--- src/sv/bfwm_pkg.sv ---
// Shared types, constants and codes of the box mean filter.
package bfwm_pkg;

  localparam int DEF_MAX_WINDOW = 15;
  localparam int DEF_MAX_WIDTH  = 1024;
  localparam int DEF_MAX_HEIGHT = 1024;

  localparam int PIX_W   = 8;
  localparam int KW      = 4;
  localparam int CFG_W   = 11;
  localparam int CIDX_W  = 2;
  localparam int KK_W    = 2 * KW;
  localparam int SUM_W   = 16;

  // Reciprocal of K*K scaled by 2**RECIP_SH, rounded up.
  localparam int RECIP_SH = 24;
  localparam int RECIP_W  = RECIP_SH + 1;
  localparam int PROD_W   = SUM_W + RECIP_W;

  localparam logic [KW-1:0]    RST_WINDOW = KW'(3);
  localparam logic [CFG_W-1:0] RST_WIDTH  = CFG_W'(640);
  localparam logic [CFG_W-1:0] RST_HEIGHT = CFG_W'(480);

  localparam logic [CIDX_W-1:0] REG_WINDOW = 2'd0;
  localparam logic [CIDX_W-1:0] REG_WIDTH  = 2'd1;
  localparam logic [CIDX_W-1:0] REG_HEIGHT = 2'd2;

  localparam logic KIND_PIXEL = 1'b0;
  localparam logic KIND_DRAIN = 1'b1;

  typedef struct packed {
    logic             kind;
    logic [PIX_W-1:0] pixel_in;
  } in_item_t;

  typedef struct packed {
    logic [PIX_W-1:0] pixel_out;
    logic             frame_end;
  } out_item_t;

  typedef struct packed {
    logic             done;
    logic [PIX_W-1:0] quotient;
  } div_res_t;

  typedef enum logic [2:0] {
    ST_IDLE,
    ST_SWEEP,
    ST_FLUSH,
    ST_DIV,
    ST_OUT
  } state_t;

endpackage

--- src/sv/bfwm_mean_div.sv ---
// Rounded window mean: latch the sum, then multiply by a tabulated reciprocal of K*K.
module bfwm_mean_div import bfwm_pkg::*; (
  input  logic             clk,
  input  logic             rst,
  input  logic             start,
  input  logic [SUM_W-1:0] dividend,
  input  logic [KK_W-1:0]  divisor,
  output div_res_t         res
);

  logic [SUM_W-1:0]   num;
  logic [RECIP_W-1:0] recip;
  logic [PIX_W-1:0]   quo;
  logic               busy;
  logic               done;
  logic [PROD_W-1:0]  prod;

  // Only odd K*K up to 225 and the pass-through divisor of one occur.
  function automatic logic [RECIP_W-1:0] recip_of(input logic [KK_W-1:0] d);
    logic [RECIP_W-1:0] m;
    case (d)
      KK_W'(9):   m = RECIP_W'(1864136);
      KK_W'(25):  m = RECIP_W'(671089);
      KK_W'(49):  m = RECIP_W'(342393);
      KK_W'(81):  m = RECIP_W'(207127);
      KK_W'(121): m = RECIP_W'(138655);
      KK_W'(169): m = RECIP_W'(99274);
      KK_W'(225): m = RECIP_W'(74566);
      default:    m = RECIP_W'(1) << RECIP_SH;
    endcase
    return m;
  endfunction

  assign prod = PROD_W'(num) * PROD_W'(recip);

  always_ff @(posedge clk) begin
    if (rst) begin
      busy <= 1'b0;
      done <= 1'b0;
    end else begin
      busy <= start;
      done <= busy;
    end
  end

  always_ff @(posedge clk) begin
    if (start) begin
      num   <= dividend;
      recip <= recip_of(divisor);
    end
    if (busy) begin
      quo <= prod[RECIP_SH +: PIX_W];
    end
  end

  assign res.done     = done;
  assign res.quotient = quo;

endmodule

--- config.mk ---
export PLATFORM = sky130hd
export DESIGN_NAME = bfwm_mean_div
export DESIGN_NICKNAME = d
export VERILOG_FILES = /design/src/sv/bfwm_pkg.sv /design/src/sv/bfwm_mean_div.sv
export SDC_FILE = /design/constraint.sdc
export NUM_CORES = 1
export LEC_CHECK = 0
export BUFFER_PORTS_ARGS = -buffer_cell sky130_fd_sc_hd__buf_2
export CAP_MARGIN = 40
export CORE_MARGIN = 4
export CORE_UTILIZATION = 40
export DETAILED_ROUTE_END_ITERATION = 10
export GPL_TIMING_DRIVEN = 0
export SLEW_MARGIN = 20
export SYNTH_ARGS = -nofsm -noshare
export SYNTH_HDL_FRONTEND = slang
export SYNTH_SLANG_ARGS = --single-unit
--- constraint.sdc ---
create_clock -name clk -period 9.2 [get_ports clk]
set_input_delay 1.38 -clock clk [delete_from_list [all_inputs] [get_ports clk]]
set_output_delay 1.38 -clock clk [all_outputs]
set_load 0.01 [all_outputs]
==> results.sh <==
export IMPL_die_y_um=177.3
export IMPL_antenna_found_initial=0
export IMPL_cts_resized=0
export IMPL_place_hpwl_um=25760
export IMPL_insertion_delay_ns=0.30
export IMPL_area_growth_pct=7.276
export IMPL_synth_edf_count=43
export IMPL_drive_gt1_share_pct=4.721
export IMPL_rsz0062_at_grt="no"
export IMPL_grt_pass1_wl_um=47820
export IMPL_crit_fanout=10
export IMPL_critPathRequiredTime_ns=9.23
export IMPL_cts_htree_levels=2
export IMPL_grt_max_degree=37
export IMPL_path_cells="clkbuf_1, clkbuf_1, nand2_1, fa_1, fa_1, fa_1, inv_1, fa_1, fa_1, inv_1, fa_1, inv_1, ha_1, a211oi_1, nor2_1, a211oi_1, o21ai_1, a41oi_2, o21ai_1, xnor2_1"
export IMPL_vias=8159
export IMPL_seq_area_frac_synth_pct=11.61
export IMPL_tritoncts="done"
export IMPL_drc=0
export IMPL_pin_count=36
export IMPL_synth_area_mm2=0.01147
export IMPL_start_util_pct=40.95
export IMPL_wirelength_um=29890
export IMPL_track_usage_pct=20.11
export IMPL_route_antenna_remaining_nets=0
export IMPL_cts_max_path_buffers=2
export IMPL_critical_path_most_common_cell="fa_1"
export IMPL_gp_congestion=0.9032
export IMPL_grt_overflow=0
export IMPL_hold_viol_final=0
export IMPL_yosysUniqueCellTypes=49
export IMPL_port_buffers=34
export IMPL_ys_warn_count=0
export IMPL_cp_slowest_cell="fa_1"
export IMPL_cts_root_buffer="clkbuf_16"
export IMPL_post_cts_buffers=0
export IMPL_crit_arrival_ns=6.92
export IMPL_grt_pass1_vias=8601
export IMPL_hold_path_class="register to register"
export IMPL_coreArea_mm2=0.02801
export IMPL_syn_area_per_cell_um2=9.341
export IMPL_fin_setup_tns_ns=0
export IMPL_fp_row_count=61
export IMPL_cp_endpoint="quo[7]"
export IMPL_period_share_pct=74.85
export IMPL_synth_ff_type="edfxtp_1"
export IMPL_status="finished clean"
export IMPL_ys_ff_latch=45
export IMPL_reg2reg_depth=20
export IMPL_drtIter0Drc=527
export IMPL_wire_per_inst_um=18.11
export IMPL_r2r_slack_ns=2.31
export IMPL_cts_reportedPaths_clkPinSlew_ns=0.07
export IMPL_relSlewSlack_pct=48.33
export IMPL_netlist_instances=1228
export IMPL_hold_buffers=0
export IMPL_via_per_inst=4.945
export IMPL_hold_depth=0
export IMPL_tightestPinTransition_ns=0.7751
export IMPL_fmax_ghz=0.1452
export IMPL_drtPass1Iterations=5
export IMPL_fill_cells=2796
export IMPL_async_flop_share_pct=0
export IMPL_worstSetupStartpointType="register"
export IMPL_timing_rr_start="num[1]"
export IMPL_numCtsBuffers=5
export IMPL_max_stage_delay_ns=0.57
export IMPL_setup_worst_path_start="num[1]"
export IMPL_setup_viol=0
export IMPL_fin_nets=1636
export IMPL_critPathKind="register to register"
export IMPL_regToRegEndpoint="quo[7]"
export IMPL_die_x_um=177.3
export IMPL_cts_sinks=45
export IMPL_end_kind="register"
export IMPL_finalMaxSlewViolations=0
export IMPL_clock_skew_ns=0.01026
export IMPL_synth_nets=1594
export IMPL_period_needed_ns=6.886
export IMPL_cap_violations=0
export IMPL_dieArea_mm2=0.03145
==> cell families (layout without fill, tap and decap cells) <==
logic type                 Yosys count  after routing  share of synthesized area (%)
DFF                                 45             45                          11.61
buffers and inverters              377            420                          12.51
adders and majority gates          339            339                          53.93
AOI/OAI and AO/OA                   72             72                          4.014
other                                0              1                              0
xor gates and xnor gates            27             27                          2.061
muxes                                2              2                         0.1963
and+or+nand+nor                    366            366                          15.69
==> final cells by class <==
type	instances	area [um^2]	share of cell area, %
sequential	45	1331	10.82
multi-input combinational	806	8705	70.74
timing repair buffer	35	190.2	1.545
buffer	52	215.2	1.749
antenna	1	2.502	0.02034
tap	378	473.0	3.843
inverter	325	1220	9.914
clock inverter	3	43.79	0.3559
clock buffer	5	125.1	1.017
==> metrics by stage <==
step           area (um^2)  hold slack (ns)  cells  util, %  worst slack [ns]
2_1_floorplan        11470           0.5668   1228        -             3.513
3_3_place_gp         12110           0.6299   1640    43.25             2.409
3_5_place_dp         12110           0.6407   1640    43.25             2.332
4_1_cts              12280           0.6563   1648    43.85             2.284
5_1_grt              12300           0.6823   1649    43.92             1.943
6_report             12310           0.6432   1650    43.93             2.314
==> worst min path at each step <==
stage / from / to
after floorplan: busy / quo[0]
after global placement: busy / quo[7]
after detailed placement: busy / quo[7]
after CTS: busy / quo[6]
after global routing: busy / quo[1]
final: busy / quo[0]
==> worst max-delay path: cells and delay by family (launching register included) <==
family / cells / cell delay (ns)
fa+ha+maj: 7 / 3.36
compound gates: 5 / 1.26
buf+inv: 5 / 1.18
flops: 1 / 0.35
simple gates: 2 / 0.34
xor+xnor: 1 / 0.14
==> placed cells by master (no fill, tap or decap), drive strengths merged, types with 2 or more instances in the layout <==
master / synthesis / layout
clkbuf: 44 / 49
and3: 3 / 3
o22ai: 2 / 2
edfxtp: 43 / 43
xnor2: 17 / 17
nor3b: 5 / 5
a211oi: 7 / 7
nor3: 6 / 6
a21o: 6 / 6
xor2: 10 / 10
inv: 325 / 326
nand2: 180 / 180
a21oi: 26 / 26
mux2: 2 / 2
nor2: 18 / 18
nand2b: 2 / 2
nand3: 6 / 6
fa: 259 / 259
nor4: 3 / 3
nor2b: 5 / 5
o21a: 3 / 3
or3: 3 / 3
buf: 8 / 43
o21bai: 3 / 3
dfxtp: 2 / 2
ha: 80 / 80
a32oi: 2 / 2
o21ai: 16 / 16
and2: 127 / 127
nand4: 6 / 6
==> sequential cells by signal, summed over array words and instances (netlist names) <==
name and count:
done 1, busy 1, recip 19, num 16
quo 8
==> routing by layer <==
layer / vias up / wire (um) / global-route usage [%] / part of all wire (%)
li1: 3686 / - / - / -
met1: 4191 / 12320 / 26.74 / 41
met2: 230 / 14450 / 33.13 / 48
met3: 52 / 2086 / 4.048 / 7.0
met4: 0 / 1029 / 6.703 / 3.4
met5: - / 0 / 0 / 0
==> synth_stat cells, types with 2 or more instances <==
library cell / instances / area [um^2]
o21ai_1: 10 / 50.05
nor3_1: 6 / 30.03
o21ai_0: 6 / 30.03
nor4_1: 3 / 18.77
dfxtp_1: 2 / 40.04
fa_1: 259 / 5185
a21o_1: 6 / 45.04
ha_1: 80 / 1001
nand4_1: 6 / 37.54
edfxtp_1: 43 / 1291
nor3b_1: 5 / 37.54
a211oi_1: 6 / 45.04
mux2_2: 2 / 22.52
buf_4: 3 / 22.52
clkbuf_1: 43 / 161.4
inv_1: 325 / 1220
and3_1: 2 / 12.51
a21oi_1: 26 / 130.1
nand2_1: 180 / 675.7
nor2b_1: 5 / 31.28
o21a_1: 3 / 22.52
xor2_1: 10 / 87.58
nor2_1: 18 / 67.56
nand3_1: 5 / 25.02
or3_1: 3 / 18.77
buf_2: 4 / 20.02
and2_1: 126 / 788.3
o21bai_1: 3 / 22.52
o22ai_1: 2 / 12.51
xnor2_1: 17 / 148.9
Power is left out: the tool's default activity adds up to more than one toggle a clock period on the data nets, which glitch-free logic cannot reach.
